<file path="src/design/dts_pkg.sv">
// Package for the Datalog token scanner: beat structs, scan modes, token kinds,
// character codes and keyword tables. It depends on nothing else.
`default_nettype none
package dts_pkg;

   localparam int COUNT_WIDTH_DEFAULT = 16;
   localparam int QUEUE_DEPTH = 4;
   localparam int QUEUE_AW = 2;

   typedef struct packed {
      logic [7:0] char_code;
      logic       end_of_input;
   } req_type;

   typedef struct packed {
      logic [4:0]  token_kind;
      logic [15:0] line_number;
      logic [15:0] token_length;
      logic        last_of_run;
   } rsp_type;

   typedef struct packed {
      logic [1:0] num;
      rsp_type    tok0;
      rsp_type    tok1;
   } push_type;

   typedef enum logic [3:0] {
      MODE_IDLE  = 4'd0,
      MODE_COLON = 4'd1,
      MODE_ID    = 4'd2,
      MODE_HASH  = 4'd3,
      MODE_LINE  = 4'd4,
      MODE_BLOCK = 4'd5,
      MODE_BAR   = 4'd6,
      MODE_STR   = 4'd7,
      MODE_QUOTE = 4'd8
   } mode_type;

   localparam logic [4:0] KIND_COMMA     = 5'd0;
   localparam logic [4:0] KIND_PERIOD    = 5'd1;
   localparam logic [4:0] KIND_QMARK     = 5'd2;
   localparam logic [4:0] KIND_LPAREN    = 5'd3;
   localparam logic [4:0] KIND_RPAREN    = 5'd4;
   localparam logic [4:0] KIND_COLON     = 5'd5;
   localparam logic [4:0] KIND_COLONDASH = 5'd6;
   localparam logic [4:0] KIND_MUL       = 5'd7;
   localparam logic [4:0] KIND_ADD       = 5'd8;
   localparam logic [4:0] KIND_SCHEMES   = 5'd9;
   localparam logic [4:0] KIND_ID        = 5'd13;
   localparam logic [4:0] KIND_STRING    = 5'd14;
   localparam logic [4:0] KIND_UNDEFINED = 5'd15;
   localparam logic [4:0] KIND_EOF       = 5'd16;

   localparam logic [7:0] CH_COMMA   = 8'h2C;
   localparam logic [7:0] CH_PERIOD  = 8'h2E;
   localparam logic [7:0] CH_QMARK   = 8'h3F;
   localparam logic [7:0] CH_LPAREN  = 8'h28;
   localparam logic [7:0] CH_RPAREN  = 8'h29;
   localparam logic [7:0] CH_STAR    = 8'h2A;
   localparam logic [7:0] CH_PLUS    = 8'h2B;
   localparam logic [7:0] CH_COLON   = 8'h3A;
   localparam logic [7:0] CH_DASH    = 8'h2D;
   localparam logic [7:0] CH_HASH    = 8'h23;
   localparam logic [7:0] CH_BAR     = 8'h7C;
   localparam logic [7:0] CH_QUOTE   = 8'h27;
   localparam logic [7:0] CH_NEWLINE = 8'h0A;
   localparam logic [7:0] CH_SPACE   = 8'h20;
   localparam logic [7:0] CH_TAB     = 8'h09;
   localparam logic [7:0] CH_VTAB    = 8'h0B;
   localparam logic [7:0] CH_FEED    = 8'h0C;
   localparam logic [7:0] CH_CR      = 8'h0D;
   localparam logic [7:0] CH_UPPER_A = 8'h41;
   localparam logic [7:0] CH_UPPER_Z = 8'h5A;
   localparam logic [7:0] CH_LOWER_A = 8'h61;
   localparam logic [7:0] CH_LOWER_Z = 8'h7A;
   localparam logic [7:0] CH_DIGIT_0 = 8'h30;
   localparam logic [7:0] CH_DIGIT_9 = 8'h39;

   // index 0 Schemes, 1 Facts, 2 Rules, 3 Queries
   localparam logic [3:0][55:0] KW_TEXT = {"Queries", {"Rules", 16'h0},
                                           {"Facts", 16'h0}, "Schemes"};
   localparam logic [3:0][2:0] KW_LEN = {3'd7, 3'd5, 3'd5, 3'd7};

   function automatic logic [7:0] kw_char(input logic [1:0] kw, input logic [2:0] pos);
      logic [2:0] slot;
      slot = 3'd6 - pos;
      return KW_TEXT[kw][{slot, 3'b000} +: 8];
   endfunction

   function automatic logic is_alpha(input logic [7:0] c);
      return ((c >= CH_UPPER_A) && (c <= CH_UPPER_Z)) ||
             ((c >= CH_LOWER_A) && (c <= CH_LOWER_Z));
   endfunction

   function automatic logic is_alnum(input logic [7:0] c);
      return is_alpha(c) || ((c >= CH_DIGIT_0) && (c <= CH_DIGIT_9));
   endfunction

endpackage
`default_nettype wire

</file>
<file path="src/design/dts_step.sv">
// Lexer state and one-character step: mode, line and length counters, keyword mask.
// Produces up to two token beats per accepted character. Uses dts_pkg.
`default_nettype none
module dts_step #(
   parameter int COUNT_WIDTH = dts_pkg::COUNT_WIDTH_DEFAULT
) (
   input  wire logic             clock,
   input  wire logic             reset,
   input  wire logic             accept,
   input  wire dts_pkg::req_type req_beat,
   output dts_pkg::push_type     push
);

   localparam int CW = COUNT_WIDTH;

   dts_pkg::mode_type mode_ff, mode_in;
   logic [CW-1:0]     line_ff, line_in;
   logic [CW-1:0]     start_ff, start_in;
   logic [CW-1:0]     olen_ff, olen_in;
   logic [3:0]        mask_ff, mask_in;

   logic [7:0]        c;
   logic [3:0]        first_mask;
   logic [3:0]        add_mask;
   logic [4:0]        id_kind;

   logic              idle_tok_v;
   logic [4:0]        idle_kind;
   dts_pkg::mode_type idle_mode;
   logic              idle_start;
   logic [CW-1:0]     idle_olen;
   logic [3:0]        idle_mask;
   logic              idle_line;

   logic              use_idle;
   logic              pre_v;
   logic [4:0]        pre_kind;
   logic [CW-1:0]     pre_len;
   logic              post_v;
   logic [4:0]        post_kind;
   logic [CW-1:0]     post_line;
   logic [CW-1:0]     post_len;
   dts_pkg::rsp_type  pre_tok, post_tok;

   function automatic logic [CW-1:0] inc_sat(input logic [CW-1:0] v);
      return (v == {CW{1'b1}}) ? v : v + CW'(1);
   endfunction

   function automatic logic [15:0] sat16(input logic [CW-1:0] v);
      return (v > CW'(16'hFFFF)) ? 16'hFFFF : 16'(v);
   endfunction

   assign c = req_beat.char_code;

   always_comb begin
      for (int i = 0; i < 4; i++) begin
         first_mask[i] = (dts_pkg::kw_char(2'(i), 3'd0) == c);
         add_mask[i]   = mask_ff[i] && (olen_ff < CW'(dts_pkg::KW_LEN[i])) &&
                         (dts_pkg::kw_char(2'(i), olen_ff[2:0]) == c);
      end
      id_kind = dts_pkg::KIND_ID;
      for (int i = 3; i >= 0; i--) begin
         if (mask_ff[i] && (olen_ff == CW'(dts_pkg::KW_LEN[i]))) begin
            id_kind = dts_pkg::KIND_SCHEMES + 5'(i);
         end
      end
   end

   // character seen from idle
   always_comb begin
      idle_tok_v = 1'b0;
      idle_kind  = dts_pkg::KIND_UNDEFINED;
      idle_mode  = dts_pkg::MODE_IDLE;
      idle_start = 1'b0;
      idle_olen  = olen_ff;
      idle_mask  = mask_ff;
      idle_line  = 1'b0;
      case (c)
         dts_pkg::CH_COMMA: begin
            idle_tok_v = 1'b1;
            idle_kind  = dts_pkg::KIND_COMMA;
         end
         dts_pkg::CH_PERIOD: begin
            idle_tok_v = 1'b1;
            idle_kind  = dts_pkg::KIND_PERIOD;
         end
         dts_pkg::CH_QMARK: begin
            idle_tok_v = 1'b1;
            idle_kind  = dts_pkg::KIND_QMARK;
         end
         dts_pkg::CH_LPAREN: begin
            idle_tok_v = 1'b1;
            idle_kind  = dts_pkg::KIND_LPAREN;
         end
         dts_pkg::CH_RPAREN: begin
            idle_tok_v = 1'b1;
            idle_kind  = dts_pkg::KIND_RPAREN;
         end
         dts_pkg::CH_STAR: begin
            idle_tok_v = 1'b1;
            idle_kind  = dts_pkg::KIND_MUL;
         end
         dts_pkg::CH_PLUS: begin
            idle_tok_v = 1'b1;
            idle_kind  = dts_pkg::KIND_ADD;
         end
         dts_pkg::CH_COLON: begin
            idle_mode  = dts_pkg::MODE_COLON;
            idle_start = 1'b1;
         end
         dts_pkg::CH_NEWLINE: begin
            idle_line = 1'b1;
         end
         dts_pkg::CH_SPACE, dts_pkg::CH_TAB, dts_pkg::CH_VTAB,
         dts_pkg::CH_FEED, dts_pkg::CH_CR: begin
            idle_mode = dts_pkg::MODE_IDLE;
         end
         dts_pkg::CH_HASH: begin
            idle_mode  = dts_pkg::MODE_HASH;
            idle_start = 1'b1;
            idle_olen  = CW'(1);
         end
         dts_pkg::CH_QUOTE: begin
            idle_mode  = dts_pkg::MODE_STR;
            idle_start = 1'b1;
            idle_olen  = CW'(1);
         end
         default: begin
            if (dts_pkg::is_alpha(c)) begin
               idle_mode  = dts_pkg::MODE_ID;
               idle_start = 1'b1;
               idle_olen  = CW'(1);
               idle_mask  = first_mask;
            end else begin
               idle_tok_v = 1'b1;
               idle_kind  = dts_pkg::KIND_UNDEFINED;
            end
         end
      endcase
   end

   always_comb begin
      mode_in   = mode_ff;
      line_in   = line_ff;
      start_in  = start_ff;
      olen_in   = olen_ff;
      mask_in   = mask_ff;
      use_idle  = 1'b0;
      pre_v     = 1'b0;
      pre_kind  = dts_pkg::KIND_UNDEFINED;
      pre_len   = olen_ff;
      post_v    = 1'b0;
      post_kind = dts_pkg::KIND_UNDEFINED;
      post_line = line_ff;
      post_len  = CW'(1);
      if (req_beat.end_of_input) begin
         case (mode_ff)
            dts_pkg::MODE_COLON: begin
               pre_v    = 1'b1;
               pre_kind = dts_pkg::KIND_COLON;
               pre_len  = CW'(1);
            end
            dts_pkg::MODE_ID: begin
               pre_v    = 1'b1;
               pre_kind = id_kind;
            end
            dts_pkg::MODE_QUOTE: begin
               pre_v    = 1'b1;
               pre_kind = dts_pkg::KIND_STRING;
            end
            dts_pkg::MODE_STR, dts_pkg::MODE_BLOCK, dts_pkg::MODE_BAR: begin
               pre_v    = 1'b1;
               pre_kind = dts_pkg::KIND_UNDEFINED;
            end
            default: begin
               pre_v = 1'b0;
            end
         endcase
         post_v    = 1'b1;
         post_kind = dts_pkg::KIND_EOF;
         post_len  = '0;
         mode_in   = dts_pkg::MODE_IDLE;
         line_in   = CW'(1);
         start_in  = CW'(1);
         olen_in   = '0;
         mask_in   = 4'hF;
      end else begin
         case (mode_ff)
            dts_pkg::MODE_COLON: begin
               mode_in = dts_pkg::MODE_IDLE;
               pre_v   = 1'b1;
               if (c == dts_pkg::CH_DASH) begin
                  pre_kind = dts_pkg::KIND_COLONDASH;
                  pre_len  = CW'(2);
               end else begin
                  pre_kind = dts_pkg::KIND_COLON;
                  pre_len  = CW'(1);
                  use_idle = 1'b1;
               end
            end
            dts_pkg::MODE_ID: begin
               if (dts_pkg::is_alnum(c)) begin
                  mask_in = add_mask;
                  olen_in = inc_sat(olen_ff);
               end else begin
                  mode_in  = dts_pkg::MODE_IDLE;
                  pre_v    = 1'b1;
                  pre_kind = id_kind;
                  use_idle = 1'b1;
               end
            end
            dts_pkg::MODE_HASH: begin
               if (c == dts_pkg::CH_BAR) begin
                  mode_in = dts_pkg::MODE_BLOCK;
                  olen_in = CW'(2);
               end else if (c == dts_pkg::CH_NEWLINE) begin
                  mode_in = dts_pkg::MODE_IDLE;
                  line_in = inc_sat(line_ff);
               end else begin
                  mode_in = dts_pkg::MODE_LINE;
               end
            end
            dts_pkg::MODE_LINE: begin
               if (c == dts_pkg::CH_NEWLINE) begin
                  mode_in = dts_pkg::MODE_IDLE;
                  line_in = inc_sat(line_ff);
               end
            end
            dts_pkg::MODE_BLOCK, dts_pkg::MODE_BAR: begin
               olen_in = inc_sat(olen_ff);
               if ((mode_ff == dts_pkg::MODE_BAR) && (c == dts_pkg::CH_HASH)) begin
                  mode_in = dts_pkg::MODE_IDLE;
               end else if (c == dts_pkg::CH_BAR) begin
                  mode_in = dts_pkg::MODE_BAR;
               end else begin
                  mode_in = dts_pkg::MODE_BLOCK;
                  if (c == dts_pkg::CH_NEWLINE) begin
                     line_in = inc_sat(line_ff);
                  end
               end
            end
            dts_pkg::MODE_STR: begin
               olen_in = inc_sat(olen_ff);
               if (c == dts_pkg::CH_NEWLINE) begin
                  line_in = inc_sat(line_ff);
               end else if (c == dts_pkg::CH_QUOTE) begin
                  mode_in = dts_pkg::MODE_QUOTE;
               end
            end
            dts_pkg::MODE_QUOTE: begin
               if (c == dts_pkg::CH_QUOTE) begin
                  olen_in = inc_sat(olen_ff);
                  mode_in = dts_pkg::MODE_STR;
               end else begin
                  mode_in  = dts_pkg::MODE_IDLE;
                  pre_v    = 1'b1;
                  pre_kind = dts_pkg::KIND_STRING;
                  use_idle = 1'b1;
               end
            end
            default: begin
               use_idle = 1'b1;
            end
         endcase
         if (use_idle) begin
            mode_in = idle_mode;
            olen_in = idle_olen;
            mask_in = idle_mask;
            post_v    = idle_tok_v;
            post_kind = idle_kind;
            if (idle_start) begin
               start_in = line_ff;
            end
            if (idle_line) begin
               line_in = inc_sat(line_ff);
            end
         end
      end
   end

   always_comb begin
      pre_tok.token_kind    = pre_kind;
      pre_tok.line_number   = sat16(start_ff);
      pre_tok.token_length  = sat16(pre_len);
      pre_tok.last_of_run   = !post_v;
      post_tok.token_kind   = post_kind;
      post_tok.line_number  = sat16(post_line);
      post_tok.token_length = sat16(post_len);
      post_tok.last_of_run  = 1'b1;
      if (pre_v) begin
         push.tok0 = pre_tok;
         push.tok1 = post_tok;
         push.num  = post_v ? 2'd2 : 2'd1;
      end else begin
         push.tok0 = post_tok;
         push.tok1 = post_tok;
         push.num  = post_v ? 2'd1 : 2'd0;
      end
      if (!accept) begin
         push.num = 2'd0;
      end
   end

   always_ff @(posedge clock) begin
      if (reset) begin
         mode_ff  <= dts_pkg::MODE_IDLE;
         line_ff  <= CW'(1);
         start_ff <= CW'(1);
         olen_ff  <= '0;
         mask_ff  <= 4'hF;
      end else if (accept) begin
         mode_ff  <= mode_in;
         line_ff  <= line_in;
         start_ff <= start_in;
         olen_ff  <= olen_in;
         mask_ff  <= mask_in;
      end
   end

endmodule
`default_nettype wire

</file>
<file path="src/design/dts_rsp_queue.sv">
// Four-entry token queue between the lexer step and the result channel.
// Takes up to two beats per cycle, gives one while rsp is not stalled. Uses dts_pkg.
`default_nettype none
module dts_rsp_queue (
   input  wire logic              clock,
   input  wire logic              reset,
   input  wire dts_pkg::push_type push,
   output logic                   hold,
   output logic                   rsp_valid,
   input  wire logic              rsp_stall,
   output dts_pkg::rsp_type       rsp_beat
);

   dts_pkg::rsp_type              mem_ff [dts_pkg::QUEUE_DEPTH];
   logic [dts_pkg::QUEUE_AW-1:0]  wptr_ff, wptr_in;
   logic [dts_pkg::QUEUE_AW-1:0]  rptr_ff, rptr_in;
   logic [dts_pkg::QUEUE_AW-1:0]  count_ff, count_in;
   logic                          pop;

   assign rsp_valid = (count_ff != '0);
   assign hold      = (count_ff >= dts_pkg::QUEUE_AW'(2));
   assign rsp_beat  = mem_ff[rptr_ff];
   assign pop       = rsp_valid && !rsp_stall;

   always_comb begin
      wptr_in  = wptr_ff + dts_pkg::QUEUE_AW'(push.num);
      rptr_in  = rptr_ff + dts_pkg::QUEUE_AW'(pop);
      count_in = count_ff + dts_pkg::QUEUE_AW'(push.num) - dts_pkg::QUEUE_AW'(pop);
   end

   always_ff @(posedge clock) begin
      if (push.num != 2'd0) begin
         mem_ff[wptr_ff] <= push.tok0;
      end
      if (push.num == 2'd2) begin
         mem_ff[wptr_ff + dts_pkg::QUEUE_AW'(1)] <= push.tok1;
      end
   end

   always_ff @(posedge clock) begin
      if (reset) begin
         wptr_ff  <= '0;
         rptr_ff  <= '0;
         count_ff <= '0;
      end else begin
         wptr_ff  <= wptr_in;
         rptr_ff  <= rptr_in;
         count_ff <= count_in;
      end
   end

   assert property (@(posedge clock) disable iff (reset)
      (push.num != 2'd0) |-> (count_ff < dts_pkg::QUEUE_AW'(2)))
      else $error("push into queue holding two or more beats");

   assert property (@(posedge clock) disable iff (reset)
      (pop && (push.num == 2'd0)) |=> (count_ff == $past(count_ff) - dts_pkg::QUEUE_AW'(1)))
      else $error("queue count did not drop on pop");

   assert property (@(posedge clock) disable iff (reset)
      (push.num == 2'd2) |-> (push.tok1.last_of_run && !push.tok0.last_of_run))
      else $error("wrong last_of_run on a two-token push");

   assert property (@(posedge clock) disable iff (reset)
      (push.num == 2'd1) |-> push.tok0.last_of_run)
      else $error("single token push without last_of_run");

endmodule
`default_nettype wire

</file>
<file path="src/design/datalog_token_scanner_core.sv">
// Datalog token scanner top level: lexer step feeding a four-entry result queue.
// A token beat is written into the queue when its character is accepted; rsp offers the queue head.
// Throughput: one character per cycle while each gives at most one token and rsp drains;
// a character that releases two tokens stalls req until rsp has taken a beat, as the queue
// drains one beat per cycle and holds off req while it holds two or more beats.
// Reset (synchronous): mode idle, line 1, open length 0, queue empty.
`default_nettype none
module datalog_token_scanner_core #(
   parameter int COUNT_WIDTH = dts_pkg::COUNT_WIDTH_DEFAULT
) (
   input  wire logic             clock,
   input  wire logic             reset,
   input  wire logic             req_valid,
   output logic                  req_stall,
   input  wire dts_pkg::req_type req_beat,
   output logic                  rsp_valid,
   input  wire logic             rsp_stall,
   output dts_pkg::rsp_type      rsp_beat
);

   dts_pkg::push_type push;
   logic              hold;
   logic              accept;

   assign req_stall = hold;
   assign accept    = req_valid && !hold;

   dts_step #(
      .COUNT_WIDTH(COUNT_WIDTH)
   ) u_step (
      .clock    (clock),
      .reset    (reset),
      .accept   (accept),
      .req_beat (req_beat),
      .push     (push)
   );

   dts_rsp_queue u_queue (
      .clock     (clock),
      .reset     (reset),
      .push      (push),
      .hold      (hold),
      .rsp_valid (rsp_valid),
      .rsp_stall (rsp_stall),
      .rsp_beat  (rsp_beat)
   );

endmodule
`default_nettype wire
</file>
<file path="config.mk">
export PLATFORM = sky130hd
export DESIGN_NAME = datalog_token_scanner_core
export DESIGN_NICKNAME = d
export VERILOG_FILES = /design/src/design/dts_pkg.sv /design/src/design/dts_step.sv /design/src/design/dts_rsp_queue.sv /design/src/design/datalog_token_scanner_core.sv
export SDC_FILE = /design/constraint.sdc
export NUM_CORES = 1
export LEC_CHECK = 0
export BUFFER_PORTS_ARGS = -buffer_cell sky130_fd_sc_hd__buf_2
export CAP_MARGIN = 10
export CELL_PAD_IN_SITES_DETAIL_PLACEMENT = 1
export CELL_PAD_IN_SITES_GLOBAL_PLACEMENT = 1
export CORE_MARGIN = 4
export CORE_UTILIZATION = 53
export CTS_BUF_LIST = sky130_fd_sc_hd__clkbuf_4
export CTS_CLUSTER_SIZE = 12
export DETAILED_ROUTE_END_ITERATION = 16
export GPL_ROUTABILITY_DRIVEN = 0
export PLACE_DENSITY_LB_ADDON = 0.15
export SLEW_MARGIN = 15
export SYNTH_ARGS = -nofsm -noshare
export SYNTH_HDL_FRONTEND = slang
export SYNTH_HIERARCHICAL = 1
export SYNTH_SLANG_ARGS = --single-unit
</file>
<file path="constraint.sdc">
create_clock -name clock -period 7.9 [get_ports clock]
set_input_delay 0 -clock clock [delete_from_list [all_inputs] [get_ports clock]]
set_output_delay 0 -clock clock [all_outputs]
set_load 0.01 [all_outputs]
</file>
==> flow_metrics.env <==
export IMPL_rr_startpoint="u_step/mode_ff[2]$_SDFFE_PP0P_"
export IMPL_first_iter_violations=610
export IMPL_maxSlewViolCount=0
export IMPL_die_h_um=165
export IMPL_worst_slew_pin_slew_ns=1.21
export IMPL_min_path_type="in -> reg"
export IMPL_peakVddDrop_uv=101
export IMPL_netlist_instances=1082
export IMPL_fmax_mhz=179
export IMPL_fin_nets=1156
export IMPL_critPathMaxFanout=39
export IMPL_p_per_area_nw_per_um2=188
export IMPL_path_cells="nand2b_1 -> or3_1 -> o311ai_1 -> a311oi_4 -> inv_2 -> ha_1 -> and2_1 -> and2b_4 -> and3b_4 -> a21o_2"
export IMPL_dr_wl_met2_mm=17.8
export IMPL_netlist_area_um2=13000
export IMPL_final_hold_violation_count=0
export IMPL_clock_sinks=214
export IMPL_dr_pass1_iters=5
export IMPL_cts_max_path_buffers=3
export IMPL_final_antenna_net_count=0
export IMPL_grt_max_degree=41
export IMPL_cp_end_kind="register"
export IMPL_h_tree_depth=2
export IMPL_top_layer="met4"
export IMPL_cts_tree="built"
export IMPL_holdWs_ns=0.0662
export IMPL_synth_flop_cell="edfxtp_1"
export IMPL_cts_root_buf="clkbuf_4"
export IMPL_worstPathArrival_ns=5.85
export IMPL_grt_pass1_wl_mm=56.8
export IMPL_slew_headroom_pct=19.6
export IMPL_worstSetupStartpoint="u_step/mode_ff[2]$_SDFFE_PP0P_"
export IMPL_post_cts_resized=0
export IMPL_met1_length_mm=15.9
export IMPL_worst_path_max_delay_cell="a311oi_4"
export IMPL_clock_latency_ns=0.70
export IMPL_cts_buffers_inserted=57
export IMPL_grt_usage_pct=26.8
export IMPL_fin_skew_ns=0.0694
export IMPL_drive_gt1_share_pct=32.5
export IMPL_drc=0
export IMPL_port_buffers=52
export IMPL_fin_total_pwr_uw=2660
export IMPL_rows=57
export IMPL_setup_viol=0
export IMPL_grt_pass1_vias=9953
export IMPL_ys_warn_count=6
export IMPL_ys_async_sr_fraction_pct=0
export IMPL_critPathLaunchType="register"
export IMPL_worstPathRequired_ns=8.17
export IMPL_synth_edf_count=152
export IMPL_cap_violations=0
export IMPL_rsz0062_at_grt="false"
export IMPL_wl_met3_mm=1.76
export IMPL_cpPeakStageDelay_ns=1.00
export IMPL_hpwl_mm=23.8
export IMPL_grt_overflow_total=0
export IMPL_hp_start="req_beat[1]"
export IMPL_wl_per_cell_um=24.0
export IMPL_ys_seq_area_share_pct=44.6
export IMPL_setup_worst_path_class="reg -> reg"
export IMPL_area_delta_synth_final_pct=8.55
export IMPL_antenna_found_initial=2
export IMPL_synthDistinctLibCells=94
export IMPL_die_w_um=165
export IMPL_viasPerCell=6.26
export IMPL_fin_crit_ns=5.58
export IMPL_io_pins=53
export IMPL_ys_ff_latch=214
export IMPL_rrSetupSlack_ns=2.32
export IMPL_post_route_period_util_pct=70.6
export IMPL_tns_ns=0
export IMPL_power_leakage_uw=0.00506
export IMPL_totalWireLength_mm=36.1
export IMPL_vias=9422
export IMPL_initial_core_util_pct=53.7
export IMPL_core_um2=24200
export IMPL_status="finished clean"
export IMPL_clk_pin_slew_ns=0.07
export IMPL_dieArea_um2=27100
export IMPL_avgSynthCellArea_um2=12.0
cell usage after synthesis (9+ instances only):
library cell,count,area (um^2)
a32o_1,16,160
nand3_1,28,140
a21oi_1,32,160
o21ai_0,39,195
inv_1,15,56.3
ha_1,13,163
mux2_4,49,736
a31oi_1,18,113
nor2_1,45,169
edfxtp_1,152,4560
buf_4,23,173
buf_6,9,101
mux4_2,38,856
o21a_1,10,75.1
nor2b_1,12,75.1
xnor2_1,14,123
nor3_1,18,90.1
nand2b_1,10,62.6
or3_1,11,68.8
nand2_1,60,225
and2_1,19,119
buf_2,17,85.1
mux2_2,102,1150
nand4_1,20,125
mux2_1,18,203
clkbuf_1,42,158
dfxtp_1,62,1240
worst max-delay path: cells and delay by family (launching register included):
family,cells,cell delay (ns)
AO/OA/AOI/OAI,3,2.08
AND/OR/NAND/NOR,5,1.85
flip-flops,1,0.66
adder cells (fa/ha/maj),1,0.40
buffers and inverters,1,0.17
flip-flops by register name, summed over array words and instances (netlist names):
| register | cells |
|---|---|
| u_queue/rptr_ff | 2 |
| u_step/mode_ff | 4 |
| u_step/mask_ff | 4 |
| u_queue/count_ff | 2 |
| u_queue/mem_ff | 152 |
| u_queue/wptr_ff | 2 |
| u_step/start_ff | 16 |
| u_step/line_ff | 16 |
| u_step/olen_ff | 16 |
cells in the final DEF, fill, tap and decap left out, types with 13 or more instances in the layout:
| cell type | netlist | final |
|---|---|---|
| a21oi_1 | 32 | 32 |
| inv_1 | 15 | 15 |
| nor2_1 | 45 | 44 |
| dfxtp_1 | 62 | 60 |
| conb_1 | 2 | 16 |
| nand2_1 | 60 | 60 |
| and2_1 | 19 | 19 |
| mux2_1 | 18 | 18 |
| a32o_1 | 16 | 16 |
| ha_1 | 13 | 13 |
| clkinv_1 | 1 | 18 |
| buf_2 | 17 | 52 |
| clkbuf_4 | 0 | 87 |
| mux2_2 | 102 | 102 |
| mux4_2 | 38 | 38 |
| edfxtp_1 | 152 | 152 |
| nor3_1 | 18 | 18 |
| o21ai_0 | 39 | 39 |
| xnor2_1 | 14 | 14 |
| buf_4 | 23 | 13 |
| mux2_4 | 49 | 49 |
| nand3_1 | 28 | 28 |
| a31oi_1 | 18 | 18 |
| nand4_1 | 20 | 20 |
power breakdown:
part | internal [uW] | leakage, uW | switching (uW)
clock | 506 | 0.000443 | 475
sequential | 1260 | 0.00202 | 29.6
combinational | 156 | 0.00260 | 226
total | 1930 | 0.00506 | 731
routing by layer:
| metal | GRT usage [%] | up-vias |
|---|---|---|
| li1 | - | 4327 |
| met1 | 36.0 | 4782 |
| met2 | 45.3 | 259 |
| met3 | 3.87 | 54 |
| met4 | 7.71 | 0 |
| met5 | 0 | - |
through the flow:
stage | cells | setup slack [ns] | util [%] | area [um^2]
after global placement | 1386 | 2.39 | 54.8 | 13300
after floorplan | 1096 | 2.26 | - | 13100
final | 1504 | 2.32 | 58.3 | 14100
after detailed placement | 1386 | 2.30 | 54.8 | 13300
after CTS | 1503 | 2.34 | 58.3 | 14100
after global routing | 1504 | 2.07 | 58.3 | 14100
final cells by class:
type | instances | area (um^2)
repair buffers | 74 | 448
clock buffers | 87 | 653
inverters | 17 | 63.8
flip-flops and latches | 214 | 5810
diodes | 1 | 2.50
fillers | 2560 | 10100
well taps | 324 | 405
clock inverters | 21 | 91.3
multi-input cells | 766 | 6660
path summary, 6_finish.rpt:
path                                           end  cells past startpoint
setup / recovery   u_queue/mem_ff[2][29]$_DFFE_PP_                     10
hold / removal      u_step/mask_ff[2]$_SDFFE_PP1P_                      3
setup reg to reg   u_queue/mem_ff[2][29]$_DFFE_PP_                     10
hold reg to reg   u_step/start_ff[11]$_SDFFE_PP0P_                      1
logic make-up after synthesis:
kind of cell	share of synthesized area, %
adder cells (fa/ha/maj)	1.25
AND/OR/NAND/NOR	12.5
other	0.0577
buffers and inverters	4.94
AO/OA/AOI/OAI	12.0
flip-flops	44.6
multiplexers	23.2
XOR/XNOR	1.48
timing repair:
| action | CTS | global route |
|---|---|---|
| endpoints found under the hold margin | 22 | 0 |
| buffers inserted | 0 | 0 |
| hold buffers | 9 | 0 |
Note: power is estimated with default switching activity, not from simulation.
